### src/rtl/spq_pkg.sv
// Shared types and codes for the sorted priority queue.
package spq_pkg;

	localparam logic KIND_ENQ = 1'b0;
	localparam logic KIND_DEQ = 1'b1;

	typedef struct packed {
		logic enq;
		logic deq;
	} cmd_t;

endpackage

### src/rtl/spq_req_if.sv
// Request channel carrying one queue operation per item.
interface spq_req_if #(
	parameter int ELEMENT_BITS  = 16,
	parameter int PRIORITY_BITS = 8
) ();
	logic                     valid;
	logic                     ready;
	logic                     kind;
	logic [ELEMENT_BITS-1:0]  element;
	logic [PRIORITY_BITS-1:0] priority_req;

	modport source (output valid, output kind, output element, output priority_req,
		input ready);
	modport sink (input valid, input kind, input element, input priority_req,
		output ready);
endinterface

### src/rtl/spq_rsp_if.sv
// Response channel carrying one operation result per item.
interface spq_rsp_if #(
	parameter int ELEMENT_BITS = 16,
	parameter int COUNT_BITS   = 5
) ();
	logic                    valid;
	logic                    ready;
	logic                    success;
	logic [ELEMENT_BITS-1:0] removed_element;
	logic [COUNT_BITS-1:0]   entry_count;
	logic                    is_empty;

	modport source (output valid, output success, output removed_element,
		output entry_count, output is_empty, input ready);
	modport sink (input valid, input success, input removed_element,
		input entry_count, input is_empty, output ready);
endinterface

### src/rtl/spq_cell.sv
// One slot of the sorted chain: holds an entry and shifts it toward either neighbor.
module spq_cell #(
	parameter int ELEMENT_BITS  = 16,
	parameter int PRIORITY_BITS = 8
) (
	input  logic                     clk,
	input  spq_pkg::cmd_t            cmd,
	input  logic                     occupied,
	input  logic [ELEMENT_BITS-1:0]  new_elem,
	input  logic [PRIORITY_BITS-1:0] new_prio,
	input  logic                     left_keep,
	input  logic [ELEMENT_BITS-1:0]  left_elem,
	input  logic [PRIORITY_BITS-1:0] left_prio,
	input  logic [ELEMENT_BITS-1:0]  right_elem,
	input  logic [PRIORITY_BITS-1:0] right_prio,
	output logic                     keep,
	output logic [ELEMENT_BITS-1:0]  elem,
	output logic [PRIORITY_BITS-1:0] prio
);
	import spq_pkg::*;

	logic [ELEMENT_BITS-1:0]  elem_q;
	logic [PRIORITY_BITS-1:0] prio_q;

	// A stored entry stays put only if it outranks the newcomer strictly.
	assign keep = occupied && (new_prio < prio_q);
	assign elem = elem_q;
	assign prio = prio_q;

	always_ff @(posedge clk) begin
		if (cmd.enq && !keep) begin
			if (left_keep) begin
				elem_q <= new_elem;
				prio_q <= new_prio;
			end else begin
				elem_q <= left_elem;
				prio_q <= left_prio;
			end
		end else if (cmd.deq) begin
			elem_q <= right_elem;
			prio_q <= right_prio;
		end
	end

endmodule

### src/rtl/sorted_priority_queue.sv
// Sorted priority queue built as a chain of CAPACITY cells, highest priority at cell zero.
// An item is accepted in every cycle the result register is free or being drained, and its
// result is registered and appears in the following cycle; throughput is one item per
// cycle while results are drained. Every cell compares the incoming priority against its
// own entry in the same cycle and then holds, takes the new entry or takes its neighbor's
// entry. Equal priorities leave newest first. No clearing pass is needed after reset.
module sorted_priority_queue #(
	parameter int CAPACITY      = 16,
	parameter int ELEMENT_BITS  = 16,
	parameter int PRIORITY_BITS = 8
) (
	input logic clk,
	input logic arst_n,
	spq_req_if.sink   req,
	spq_rsp_if.source rsp
);
	import spq_pkg::*;

	localparam int COUNT_BITS = $clog2(CAPACITY + 1);

	logic [COUNT_BITS-1:0]    count_q;
	logic                     rsp_valid_q;
	logic                     rsp_success_q;
	logic [ELEMENT_BITS-1:0]  rsp_elem_q;
	logic [COUNT_BITS-1:0]    rsp_count_q;
	logic                     rsp_empty_q;

	logic                     accept;
	logic                     full;
	logic                     empty;
	cmd_t                     cmd;
	logic [COUNT_BITS-1:0]    count_next;

	logic [CAPACITY-1:0]      keep_w;
	logic [ELEMENT_BITS-1:0]  elem_w [CAPACITY];
	logic [PRIORITY_BITS-1:0] prio_w [CAPACITY];

	assign req.ready = !rsp_valid_q || rsp.ready;
	assign accept    = req.valid && req.ready;
	assign full      = (count_q == COUNT_BITS'(CAPACITY));
	assign empty     = (count_q == '0);
	assign cmd.enq   = accept && (req.kind == KIND_ENQ) && !full;
	assign cmd.deq   = accept && (req.kind == KIND_DEQ) && !empty;

	always_comb begin
		count_next = count_q;
		if (cmd.enq) begin
			count_next = count_q + 1'b1;
		end else if (cmd.deq) begin
			count_next = count_q - 1'b1;
		end
	end

	for (genvar i = 0; i < CAPACITY; i++) begin : g_cell
		logic                     left_keep;
		logic [ELEMENT_BITS-1:0]  left_elem;
		logic [PRIORITY_BITS-1:0] left_prio;
		logic [ELEMENT_BITS-1:0]  right_elem;
		logic [PRIORITY_BITS-1:0] right_prio;

		if (i == 0) begin : g_head
			assign left_keep = 1'b1;
			assign left_elem = '0;
			assign left_prio = '0;
		end else begin : g_mid
			assign left_keep = keep_w[i-1];
			assign left_elem = elem_w[i-1];
			assign left_prio = prio_w[i-1];
		end

		if (i == CAPACITY - 1) begin : g_tail
			assign right_elem = elem_w[i];
			assign right_prio = prio_w[i];
		end else begin : g_body
			assign right_elem = elem_w[i+1];
			assign right_prio = prio_w[i+1];
		end

		spq_cell #(
			.ELEMENT_BITS (ELEMENT_BITS),
			.PRIORITY_BITS(PRIORITY_BITS)
		) u_cell (
			.clk       (clk),
			.cmd       (cmd),
			.occupied  (COUNT_BITS'(i) < count_q),
			.new_elem  (req.element),
			.new_prio  (req.priority_req),
			.left_keep (left_keep),
			.left_elem (left_elem),
			.left_prio (left_prio),
			.right_elem(right_elem),
			.right_prio(right_prio),
			.keep      (keep_w[i]),
			.elem      (elem_w[i]),
			.prio      (prio_w[i])
		);
	end

	always_ff @(posedge clk or negedge arst_n) begin
		if (!arst_n) begin
			count_q     <= '0;
			rsp_valid_q <= 1'b0;
		end else begin
			count_q <= count_next;
			if (accept) begin
				rsp_valid_q <= 1'b1;
			end else if (rsp.ready) begin
				rsp_valid_q <= 1'b0;
			end
		end
	end

	always_ff @(posedge clk) begin
		if (accept) begin
			rsp_success_q <= cmd.enq || cmd.deq;
			rsp_elem_q    <= cmd.deq ? elem_w[0] : '0;
			rsp_count_q   <= count_next;
			rsp_empty_q   <= (count_next == '0);
		end
	end

	assign rsp.valid           = rsp_valid_q;
	assign rsp.success         = rsp_success_q;
	assign rsp.removed_element = rsp_elem_q;
	assign rsp.entry_count     = rsp_count_q;
	assign rsp.is_empty        = rsp_empty_q;

`ifndef SYNTHESIS
	a_count_bound: assert property (@(posedge clk) disable iff (!arst_n)
		count_q <= COUNT_BITS'(CAPACITY))
		else $error("entry count exceeds capacity");

	a_enq_grows: assert property (@(posedge clk) disable iff (!arst_n)
		cmd.enq |=> (count_q == $past(count_q) + 1'b1))
		else $error("successful enqueue did not grow the queue");

	a_head_sorted: assert property (@(posedge clk) disable iff (!arst_n)
		(count_q >= COUNT_BITS'(2)) |-> (prio_w[0] >= prio_w[1]))
		else $error("head entry is outranked by the next entry");

	a_fail_no_elem: assert property (@(posedge clk) disable iff (!arst_n)
		(rsp_valid_q && !rsp_success_q) |-> (rsp_elem_q == '0))
		else $error("failed operation returned an element");

	a_empty_flag: assert property (@(posedge clk) disable iff (!arst_n)
		rsp_valid_q |-> (rsp_empty_q == (rsp_count_q == '0)))
		else $error("empty flag disagrees with entry count");
`endif

endmodule

### src/flat_wrapper.sv
// flat-port wrapper written by rule: the top's interface ports become plain ports
module sorted_priority_queue_flat import spq_pkg::*;
#(
	parameter int CAPACITY      = 16,
	parameter int ELEMENT_BITS  = 16,
	parameter int PRIORITY_BITS = 8
)
  (clk, arst_n, req_valid, req_kind, req_element, req_priority_req, req_ready, rsp_valid, rsp_success, rsp_removed_element, rsp_entry_count, rsp_is_empty, rsp_ready);
  spq_req_if #(.ELEMENT_BITS(ELEMENT_BITS), .PRIORITY_BITS(PRIORITY_BITS)) req_i ();
  spq_rsp_if #(.ELEMENT_BITS(ELEMENT_BITS), .COUNT_BITS((5))) rsp_i ();
  input logic clk;
  input logic arst_n;
  input wire logic [$bits(req_i.valid)-1:0] req_valid;
  input wire logic [$bits(req_i.kind)-1:0] req_kind;
  input wire logic [$bits(req_i.element)-1:0] req_element;
  input wire logic [$bits(req_i.priority_req)-1:0] req_priority_req;
  output wire logic [$bits(req_i.ready)-1:0] req_ready;
  output wire logic [$bits(rsp_i.valid)-1:0] rsp_valid;
  output wire logic [$bits(rsp_i.success)-1:0] rsp_success;
  output wire logic [$bits(rsp_i.removed_element)-1:0] rsp_removed_element;
  output wire logic [$bits(rsp_i.entry_count)-1:0] rsp_entry_count;
  output wire logic [$bits(rsp_i.is_empty)-1:0] rsp_is_empty;
  input wire logic [$bits(rsp_i.ready)-1:0] rsp_ready;
  assign req_i.valid = req_valid;
  assign req_i.kind = req_kind;
  assign req_i.element = req_element;
  assign req_i.priority_req = req_priority_req;
  assign req_ready = req_i.ready;
  assign rsp_valid = rsp_i.valid;
  assign rsp_success = rsp_i.success;
  assign rsp_removed_element = rsp_i.removed_element;
  assign rsp_entry_count = rsp_i.entry_count;
  assign rsp_is_empty = rsp_i.is_empty;
  assign rsp_i.ready = rsp_ready;
  sorted_priority_queue #(.CAPACITY(CAPACITY), .ELEMENT_BITS(ELEMENT_BITS), .PRIORITY_BITS(PRIORITY_BITS)) u_core (.clk(clk), .arst_n(arst_n), .req(req_i), .rsp(rsp_i));
endmodule
### config.mk
export PLATFORM = sky130hd
export DESIGN_NAME = sorted_priority_queue_flat
export DESIGN_NICKNAME = d
export VERILOG_FILES = /design/src/rtl/spq_pkg.sv /design/src/rtl/spq_req_if.sv /design/src/rtl/spq_rsp_if.sv /design/src/rtl/spq_cell.sv /design/src/rtl/sorted_priority_queue.sv /design/src/flat_wrapper.sv
export SDC_FILE = /design/constraint.sdc
export NUM_CORES = 1
export LEC_CHECK = 0
export ABC_CLOCK_PERIOD_IN_PS = 8460
export BUFFER_PORTS_ARGS = -buffer_cell sky130_fd_sc_hd__buf_4
export CAP_MARGIN = 15
export CORE_ASPECT_RATIO = 0.75
export CORE_UTILIZATION = 40
export DETAILED_ROUTE_END_ITERATION = 8
export GPL_TIMING_DRIVEN = 0
export MAX_ROUTING_LAYER = met4
export PLACE_DENSITY_LB_ADDON = 0.25
export SLEW_MARGIN = 20
export SYNTH_ARGS = -nofsm -noshare
export SYNTH_HDL_FRONTEND = slang
export SYNTH_SLANG_ARGS = --single-unit
### constraint.sdc
create_clock -name clk -period 8.46 [get_ports clk]
set_input_delay 0.846 -clock clk [delete_from_list [all_inputs] [get_ports clk]]
set_output_delay 0.846 -clock clk [all_outputs]
set_load 0.05 [all_outputs]
### Word level (Yosys, flattened, before mapping)

Index checks and enable logic that the tools add are counted.
W data, S select, Z words.

* add/subtract/negate cells: 2
* magnitude comparators: 32
* equal/unequal tests: 1
* muxes and demuxes: 94
* bitwise operators: 1
* reduce and logical (&&, ||, !) cells: 76

Operators with widths (count)
* $mux W16: 45
* $mux W8: 45
* $lt A8 B8 Y1: 16
* $lt A4 B5 Y1 const A: 8
* $logic_and A1 B1 Y1: 37
* $reduce_bool A2 Y1: 16
* $lt A3 B5 Y1 const A: 4
* $logic_not A1 Y1: 19
* $logic_not A5 Y1: 2
* $lt A1 B5 Y1 const A: 2
* $lt A2 B5 Y1 const A: 2
* $mux W5: 2
* $add A5 B1 Y5 const B: 1
* $eq A5 B5 Y1 const B: 1
* $sub A5 B1 Y5 const B: 1
* $logic_or A1 B1 Y1: 2
* $mux W1: 2
* $not A1 Y1: 1

* flip-flop bits (word level): 413
* bits of input ports: 29
* output and inout bits: 25
* logic and storage cells: 244

### Depth between registers and ports, before layout

Gate-level depths: netlist (run 1).

* depth after elaboration: 8
* depth in mapped cells: 11
* mapped depth without buffers: 8

### Cells and area by module

A second synthesis (run 1) with hierarchy kept.

* cell total of the unflattened synthesis: 1776
* area, all modules: 27159.8 µm²

Modules (own cells, without submodules)
* spq_cell: times used 16, cells each 104, area an instance 1610.3 µm², sequential area each 720.7 µm²
* sorted_priority_queue: times used 1, cells each 112, area an instance 1395.1 µm², sequential area each 840.8 µm²

### Worst setup path before layout (run 1)

Ideal clock, no wire load.

* kind: input to register
* start point: input rsp_ready
* end point: register u_core.g_cell[1].u_cell.elem_q[0], enable pin
* setup time: 0.438 ns
* arrival time: 4.417 ns
* required time: 8.022 ns
* slack: 3.604 ns
* stages: 7
* path buffers: 2
* path through: nand2b_1 > nand2_1 > inv_1 > nand2_1 > buf_2 > clkbuf_1 > o21ai_0

* longest elaborated chain between the ends: 6
* elaborated cells on any way between the ends: 8
* those cells by class: 8 x reduce/logical

RTL lines
* start, declared: RTL line flat_wrapper.sv:23 `input wire logic [$bits(rsp_i.ready)-1:0] rsp_ready;`
* $logic_or A1 B1 Y1 *: RTL line sorted_priority_queue.sv:38 `assign req.ready = !rsp_valid_q || rsp.ready;`
* $logic_and A1 B1 Y1 *: RTL line sorted_priority_queue.sv:39 `assign accept = req.valid && req.ready;`
* via u_core.accept: RTL line sorted_priority_queue.sv:28 `logic accept;`
* $logic_and A1 B1 Y1 (2 in a row): RTL line sorted_priority_queue.sv:42 `assign cmd.enq = accept && (req.kind == KIND_ENQ) && !full;`
* $logic_and A1 B1 Y1: RTL line spq_cell.sv:31 `if (cmd.enq && !keep) begin`
* $reduce_bool A2 Y1 (no source line) *
* end signal, assigned: RTL line spq_cell.sv:33 `elem_q <= new_elem;`
* end signal, assigned: RTL line spq_cell.sv:36 `elem_q <= left_elem;`
* end signal, assigned: RTL line spq_cell.sv:40 `elem_q <= right_elem;`
* end, declared: RTL line spq_cell.sv:22 `logic [ELEMENT_BITS-1:0] elem_q;`

The timed path passes the listed nets; every way through them passes the cells marked *.
A chain may end at the register's enable or synchronous reset.

### Worst setup path after layout (run 1)

* start point: register u_core.count_q[1]
* end point: register u_core.g_cell[15].u_cell.elem_q[15], enable pin

* longest elaborated chain between the ends: 4
* elaborated cells on any way between the ends: 7
* those cells by class: 1 x order compare; 1 x eq/ne; 5 x reduce/logical

RTL lines
* start, declared: RTL line sorted_priority_queue.sv:21 `logic [COUNT_BITS-1:0] count_q;`
* start signal, assigned: RTL line sorted_priority_queue.sv:104 `count_q <= count_next;`
* $lt A4 B5 Y1 / $eq A5 B5 Y1 (equally long branches): RTL line sorted_priority_queue.sv:85, sorted_priority_queue.sv:40
* $logic_and A1 B1 Y1 / $logic_not A1 Y1 (equally long branches): RTL line spq_cell.sv:26, sorted_priority_queue.sv:42
* $logic_not A1 Y1 / $logic_and A1 B1 Y1 (equally long branches): RTL line spq_cell.sv:31, sorted_priority_queue.sv:42
* $logic_and A1 B1 Y1 *: RTL line spq_cell.sv:31
* end signal, assigned: RTL line spq_cell.sv:33
* end signal, assigned: RTL line spq_cell.sv:36
* end signal, assigned: RTL line spq_cell.sv:40
* end, declared: RTL line spq_cell.sv:22

Mark *: on every way between the ends. The rest lies on a longest branch, timed or not.

==> results of run 1 <==
[registers in the layout, indices dropped and copies added, names as in the netlist]
signal                      flops
u_core.g_cell.u_cell.elem     256
u_core.g_cell.u_cell.prio     128
u_core.rsp.removed_element     16
u_core.count_q                  5
u_core.rsp.entry_count          5
u_core.rsp.is_empty             1
u_core.rsp.success              1
u_core.rsp.valid                1
[path summary, 6_finish.rpt]
kind | start | end | slack (ns)
worst max register to register | u_core.count_q[1]$_DFF_PN0_ | u_core.g_cell[15].u_cell.elem[15]$_DFFE_PP_ | 3.62
min in group clk | req_valid | u_core.rsp.valid$_DFFE_PN0P_ | 0.48
max in group asynchronous | arst_n | u_core.count_q[4]$_DFF_PN0_ | 8.27
worst min register to register | u_core.g_cell[0].u_cell.elem[8]$_DFFE_PP_ | u_core.rsp.removed_element[8]$_SDFFCE_PN0N_ | 0.56
worst min-delay path | arst_n | u_core.count_q[0]$_DFF_PN0_ | 0.07
worst max-delay path | u_core.count_q[1]$_DFF_PN0_ | u_core.g_cell[15].u_cell.elem[15]$_DFFE_PP_ | 3.62
[cells by family (layout without fill, tap and decap cells)]
group                      after synthesis  count (layout)
DFF                                    413             413
AOI/OAI and AO/OA                      593             593
muxes                                  361             361
xor gates and xnor gates                 5               5
buffers and inverters                  282             417
and+or+nand+nor                        377             377
adders and majority gates              116             116
[stage by stage]
stage / area (um2) / power, mW / instances
2_1_floorplan: 23700 / 4.48 / 2147
3_3_place_gp: 25100 / 5.10 / 2980
3_5_place_dp: 25200 / 5.19 / 2983
4_1_cts: 26500 / 7.03 / 3062
5_1_grt: 26500 / 7.36 / 3062
6_report: 26500 / 7.06 / 3062
[final cells by class]
class / instances / area, um2 / share of cell area
Buffer: 162 / 761 / 0.0287
Inverter: 120 / 450 / 0.0170
Clock inverter: 25 / 159 / 0.00599
Sequential cell: 413 / 12400 / 0.467
Timing Repair Buffer: 56 / 480 / 0.0181
Multi-Input combinational cell: 1452 / 10100 / 0.383
Clock buffer: 54 / 1160 / 0.0438
Tap cell: 780 / 976 / 0.0368
[synth_stat cells, drive strengths merged (3+ instances only)]
cell / count
edfxtp: 407
a31oi: 4
a21oi: 278
nor2: 139
a221oi: 5
a211o: 5
nand2: 149
or2: 5
o21ai: 244
nor3: 6
nand2b: 18
clkbuf: 71
a21o: 16
nand3: 8
a2111oi: 4
a21boi: 3
xnor2: 4
mux2: 41
mux2i: 320
o211ai: 4
buf: 91
and2: 21
ha: 116
inv: 120
nand4: 16
a211oi: 5
o21a: 7
nor2b: 4
dfrtp: 6
[power by group through the flow]
stage | Clock (mW) | Sequential, mW | Combinational [mW]
detailed placement | 0 | 2.90 | 2.28
finish | 1.86 | 2.87 | 2.33
floorplan | 0 | 2.87 | 1.61
global route | 1.94 | 2.89 | 2.52
global placement | 0 | 2.90 | 2.20
CTS | 1.87 | 2.86 | 2.29
[metal layers]
metal  vias up  share of wire  global-route usage
li1       8104              -                   -
met2       573           0.42               0.334
met3        65          0.073              0.0321
met1      8879           0.50               0.360
met5         -              0                   -
met4         0          0.012              0.0394
[critical path: cells and delay by family, from the launching register on]
| kind | cells | cell delay, ns |
|---|---|---|
| fa+ha+maj | 1 | 0.20 |
| compound gates | 1 | 0.84 |
| simple gates | 2 | 0.98 |
| flops | 1 | 0.44 |
| buf+inv | 5 | 1.96 |
==> flow_metrics.env, run 1 <==
export IMPL_cts_resized=0
export IMPL_area_growth_pct=11.9
export IMPL_synth_edf_count=407
export IMPL_avgSynthCellArea_um2=11.0
export IMPL_cpMostUsedCell="buf_2"
export IMPL_ys_ff_latch=413
export IMPL_fin_setup_tns_ns=0
export IMPL_final_hold_violation_count=0
export IMPL_end_kind="register"
export IMPL_synth_area_top_cells="edfxtp_1, mux2i_1, ha_1, a21oi_1, o21ai_0"
export IMPL_io_pins=54
export IMPL_clk_latency_ns=0.58
export IMPL_synth_compound_area_frac=0.137
export IMPL_clockRootBuffer="clkbuf_16"
export IMPL_numPortBuffers=53
export IMPL_whs_ns=0.0669
export IMPL_drive_gt1_frac=0.121
export IMPL_post_place_ws_ns=3.41
export IMPL_synth_top_cell_area_share=0.516
export IMPL_synth_mux_area_frac=0.155
export IMPL_worst_ep_arrival_time_ns=5.04
export IMPL_final_util=0.458
export IMPL_p_sw_mw=2.51
export IMPL_dp_hpwl_um=54600
export IMPL_synth_cell_types=67
export IMPL_rows=76
export IMPL_cp_max_fo=24
export IMPL_cts_clk_slew_worst_paths_ns=0.06
export IMPL_grt_pass1_vias=17446
export IMPL_cts_hold_buf=0
export IMPL_cts_tree="yes"
export IMPL_wirelength_um=70000
export IMPL_fin_crit_ns=4.84
export IMPL_synth_ff_type="edfxtp_1"
export IMPL_leakage_nw=10.9
export IMPL_power_density_mw_per_mm2=266
export IMPL_core_area_mm2=0.0579
export IMPL_switching_share=0.355
export IMPL_final_common_cell="edfxtp_1"
export IMPL_overflow=0
export IMPL_grt_total_usage=0.236
export IMPL_drtPass1Iterations=5
export IMPL_clk_path_buf_depth=3
export IMPL_synthesis_nets=2292
export IMPL_grt_antenna_before_repair=1
export IMPL_hp_class="primary input to async pin"
export IMPL_path_cells="buf_2 -> inv_1 -> ha_1 -> and4bb_1 -> nor3_1 -> buf_2 -> buf_2 -> buf_1 -> o211a_2"
export IMPL_seq_area_frac_synth=0.522
export IMPL_fp_dieW_um=283
export IMPL_synth_async_reset_ratio=0.0145
export IMPL_worst_pin_slew_ns=1.19
export IMPL_synth_xor_area_frac=0.00185
export IMPL_clock_sinks=413
export IMPL_max_freq_mhz=207
export IMPL_pwr_share_clk=0.263
export IMPL_worstRegToRegCells=9
export IMPL_startpoint_type="register"
export IMPL_syn_inst=2147
export IMPL_crit_type="register to register"
export IMPL_grt_pass1_wl_um=105000
export IMPL_avgViaCountPerCell=5.75
export IMPL_vias=17621
export IMPL_drc=0
export IMPL_n_antenna_cell=0
export IMPL_critPathSlowestCell="o211a_2"
export IMPL_max_stage_delay_ns=0.84
export IMPL_n_fill_cell=5416
export IMPL_fin_skew_ns=0.0248
export IMPL_layout_common_cells="edfxtp_1, mux2i_1, a21oi_1"
export IMPL_rsz0062_at_grt="no"
export IMPL_slew_headroom=0.208
export IMPL_grt_max_degree=26
export IMPL_status="finished, final reports clean"
export IMPL_yosysWarnings=0
export IMPL_fin_crit_sh=0.572
export IMPL_yosys_area_top_type="edfxtp_1"
export IMPL_cts_setup_buffers=0
export IMPL_htreeDepth=2
export IMPL_drtIter0Drc=1640
export IMPL_ir_drop_mv=0.163
export IMPL_seqPwrFrac=0.406
export IMPL_syn_area_mm2=0.0237
export IMPL_synth_top_family_by_area="multiplexers"
export IMPL_wl_per_cell_um=22.9
export IMPL_initial_core_util=0.409
export IMPL_drv_cap=0
export IMPL_numCtsBuffers=44
export IMPL_setup_viol=0
export IMPL_p_int_mw=4.55
export IMPL_synthSimpleGateAreaFrac=0.0711
export IMPL_die_area_mm2=0.0602
export IMPL_slew_viol_final=0
export IMPL_ant_nets=0
export IMPL_share_comb_of_total_power=0.330
export IMPL_fin_ws_ns=3.62
export IMPL_nets=2394
export IMPL_synthAdderAreaFrac=0.0613
export IMPL_gp_congestion=0.951
export IMPL_critPathRequiredTime_ns=8.65
export IMPL_die_h_um=213
Power figures use the tool's default switching activity.
==> run 2: changes to the inputs <==
Settings changed: ABC_AREA set to 1, ABC_CLOCK_PERIOD_IN_PS 8460 to 4700.
Clock period 8.46 ns to 4.7 ns, I/O delays scaled along.
==> flow_metrics.env, run 2 <==
export IMPL_die_h_um=220
export IMPL_grt_antenna_before_repair=0
export IMPL_synth_edf_count=407
export IMPL_placed_cell_area_mm2=0.0267
export IMPL_synth_async_reset_ratio=0.0145
export IMPL_regArea_mm2=0.0124
export IMPL_clock_sinks=413
export IMPL_final_common_cell="nand2_1"
export IMPL_core_area_mm2=0.0623
export IMPL_drtIter0Drc=2181
export IMPL_rows=79
export IMPL_cts_clk_slew_worst_paths_ns=0.06
export IMPL_grt_pass1_vias=21524
export IMPL_fin_skew_ns=0.0181
export IMPL_slew_viol_final=0
export IMPL_die_area_mm2=0.0642
export IMPL_numPortBuffers=53
export IMPL_grt_pass1_wl_um=128000
export IMPL_worst_pin_slew_ns=1.25
export IMPL_nets=3549
export IMPL_critPathSlowestCell="nand2_1"
export IMPL_hp_class="primary input to register"
export IMPL_fp_dieW_um=292
export IMPL_wl_per_cell_um=20.2
export IMPL_numCtsBuffers=44
export IMPL_power_mw=15.6
export IMPL_drive_gt1_frac=0.0783
export IMPL_ir_drop_mv=0.275
export IMPL_end_kind="register"
export IMPL_multi_input_area_mm2=0.0114
export IMPL_ant_nets=0
export IMPL_dp_hpwl_um=64300
export IMPL_clk_latency_ns=0.58
export IMPL_power_density_mw_per_mm2=555
export IMPL_vias=22733
export IMPL_synth_cell_types=34
export IMPL_n_fill_cell=6401
export IMPL_holdCritStartpoint="req_valid"
export IMPL_drc=0
export IMPL_drv_cap=0
export IMPL_avgViaCountPerCell=5.35
export IMPL_drtPass1Iterations=7
export IMPL_synthesis_nets=3447
export IMPL_slew_headroom=0.165
export IMPL_status="finished, final reports clean"
export IMPL_rsz0062_at_grt="no"
export IMPL_synth_ff_type="edfxtp_1"
export IMPL_initial_core_util=0.406
export IMPL_critPathRequiredTime_ns=4.89
export IMPL_worst_ep_arrival_time_ns=3.66
export IMPL_cpMostUsedCell="nand2_1"
export IMPL_largest_register_ffs=256
export IMPL_overflow=0
export IMPL_setup_viol=0
export IMPL_yosys_area_top_type="edfxtp_1"
export IMPL_finalInstanceArea_mm2=0.0281
export IMPL_max_stage_delay_ns=0.75
export IMPL_grt_max_degree=25
export IMPL_htreeDepth=2
export IMPL_seq_area_frac_synth=0.489
export IMPL_synth_common_cells="nand2_1, edfxtp_1, nand3_1, inv_1, ha_1"
export IMPL_synth_top_cell_area_share=0.483
export IMPL_final_util=0.451
export IMPL_path_cells="inv_1 -> ha_1 -> nand2_1 -> nor2_1 -> nor2_1 -> buf_4 -> buf_4 -> nand2_1 -> buf_2 -> nand2_1"
export IMPL_worstSetupStartpoint="u_core.count_q[0]$_DFF_PN0_"
export IMPL_fin_cells=4249
export IMPL_cts_resized=0
export IMPL_fin_crit_sh=0.738
export IMPL_synth_most_common_cell="nand2_1"
export IMPL_layout_common_cells="nand2_1, edfxtp_1, nand3_1"
export IMPL_io_pins=54
export IMPL_area_growth_pct=11.2
export IMPL_crit_type="register to register"
export IMPL_timing_rr_start="u_core.count_q[0]$_DFF_PN0_"
export IMPL_syn_inst=3302
export IMPL_post_place_ws_ns=0.693
export IMPL_fin_crit_ns=3.47
export IMPL_leakage_nw=13.7
export IMPL_clockRootBuffer="clkbuf_16"
export IMPL_ys_ff_latch=413
export IMPL_cp_max_fo=24
export IMPL_dp_cells=4166
export IMPL_final_hold_violation_count=0
export IMPL_clk_path_buf_depth=3
export IMPL_wirelength_um=85900
export IMPL_startpoint_type="register"
export IMPL_cts_tree="yes"
export IMPL_yosysWarnings=0
export IMPL_gp_congestion=0.995
export IMPL_whs_ns=0.171
export IMPL_max_freq_mhz=288
export IMPL_synth_area_top_cells="edfxtp_1, nand2_1, nand3_1, ha_1, inv_1"
export IMPL_grt_total_usage=0.273
export IMPL_syn_area_mm2=0.0253
export IMPL_avgSynthCellArea_um2=7.66
export IMPL_fin_setup_tns_ns=0
export IMPL_fin_ws_ns=1.23
-- run 2: cells by family (layout without fill, tap and decap cells) --
| logic type | after synthesis | in the layout | share of synthesized area |
|---|---|---|---|
| fa+ha+maj | 116 | 116 | 0.0574 |
| simple gates | 2274 | 2274 | 0.364 |
| buf+inv | 365 | 500 | 0.0601 |
| flops | 413 | 413 | 0.489 |
| xor+xnor | 2 | 2 | 0.000693 |
| compound gates | 132 | 132 | 0.0279 |
| other cells | 0 | 2 | 0 |
-- run 2: repair_timing --
action,4_1_cts,5_1_grt
endpoints found under the hold margin,6,0
buffers inserted,0,0
endpoints found under the setup margin,0,0
hold buffers,1,0
-- run 2: worst paths after layout --
check / end / slack (ns) / cells past startpoint
setup / recovery: u_core.g_cell[11].u_cell.elem[15]$_DFFE_PP_ / 1.23 / 10
hold / removal: u_core.rsp.valid$_DFFE_PN0P_ / 0.17 / 3
setup reg to reg: u_core.g_cell[11].u_cell.elem[15]$_DFFE_PP_ / 1.23 / 10
hold reg to reg: u_core.g_cell[14].u_cell.elem[13]$_DFFE_PP_ / 0.52 / 2
max in group asynchronous: u_core.count_q[0]$_DFF_PN0_ / 4.33 / 2
min in group asynchronous: u_core.count_q[3]$_DFF_PN0_ / 0.25 / 2
-- run 2: metal layers --
layer,GRT usage,part of all wire,vias up
li1,-,-,10918
met1,0.358,0.43,10775
met2,0.405,0.43,940
met3,0.0998,0.12,100
met4,0.0529,0.017,0
met5,-,0,-
-- run 2: critical path, delay by kind of cell (launching register included) --
family                   cells  cell delay [ns]
AND/OR/NAND/NOR              5             1.26
flip-flops                   1             0.49
adder cells (fa/ha/maj)      1             0.26
buffers and inverters        4             1.05
-- run 2: area by class of cell --
cell class / count / area share
flip-flops and latches: 413 / 0.440
clock buffers: 58 / 0.0418
plain buffers: 174 / 0.0289
diodes: 2 / 0.000178
well taps: 810 / 0.0361
clock inverters: 21 / 0.00628
repair buffers: 56 / 0.0153
multi-input cells: 2524 / 0.406
inverters: 191 / 0.0255
-- run 2: power by group --
group | internal (mW) | switching (mW) | total (mW)
Clock | 1.92 | 1.54 | 3.46
Sequential | 5.33 | 0.652 | 5.99
Combinational | 1.86 | 4.27 | 6.13
Total | 9.11 | 6.47 | 15.6
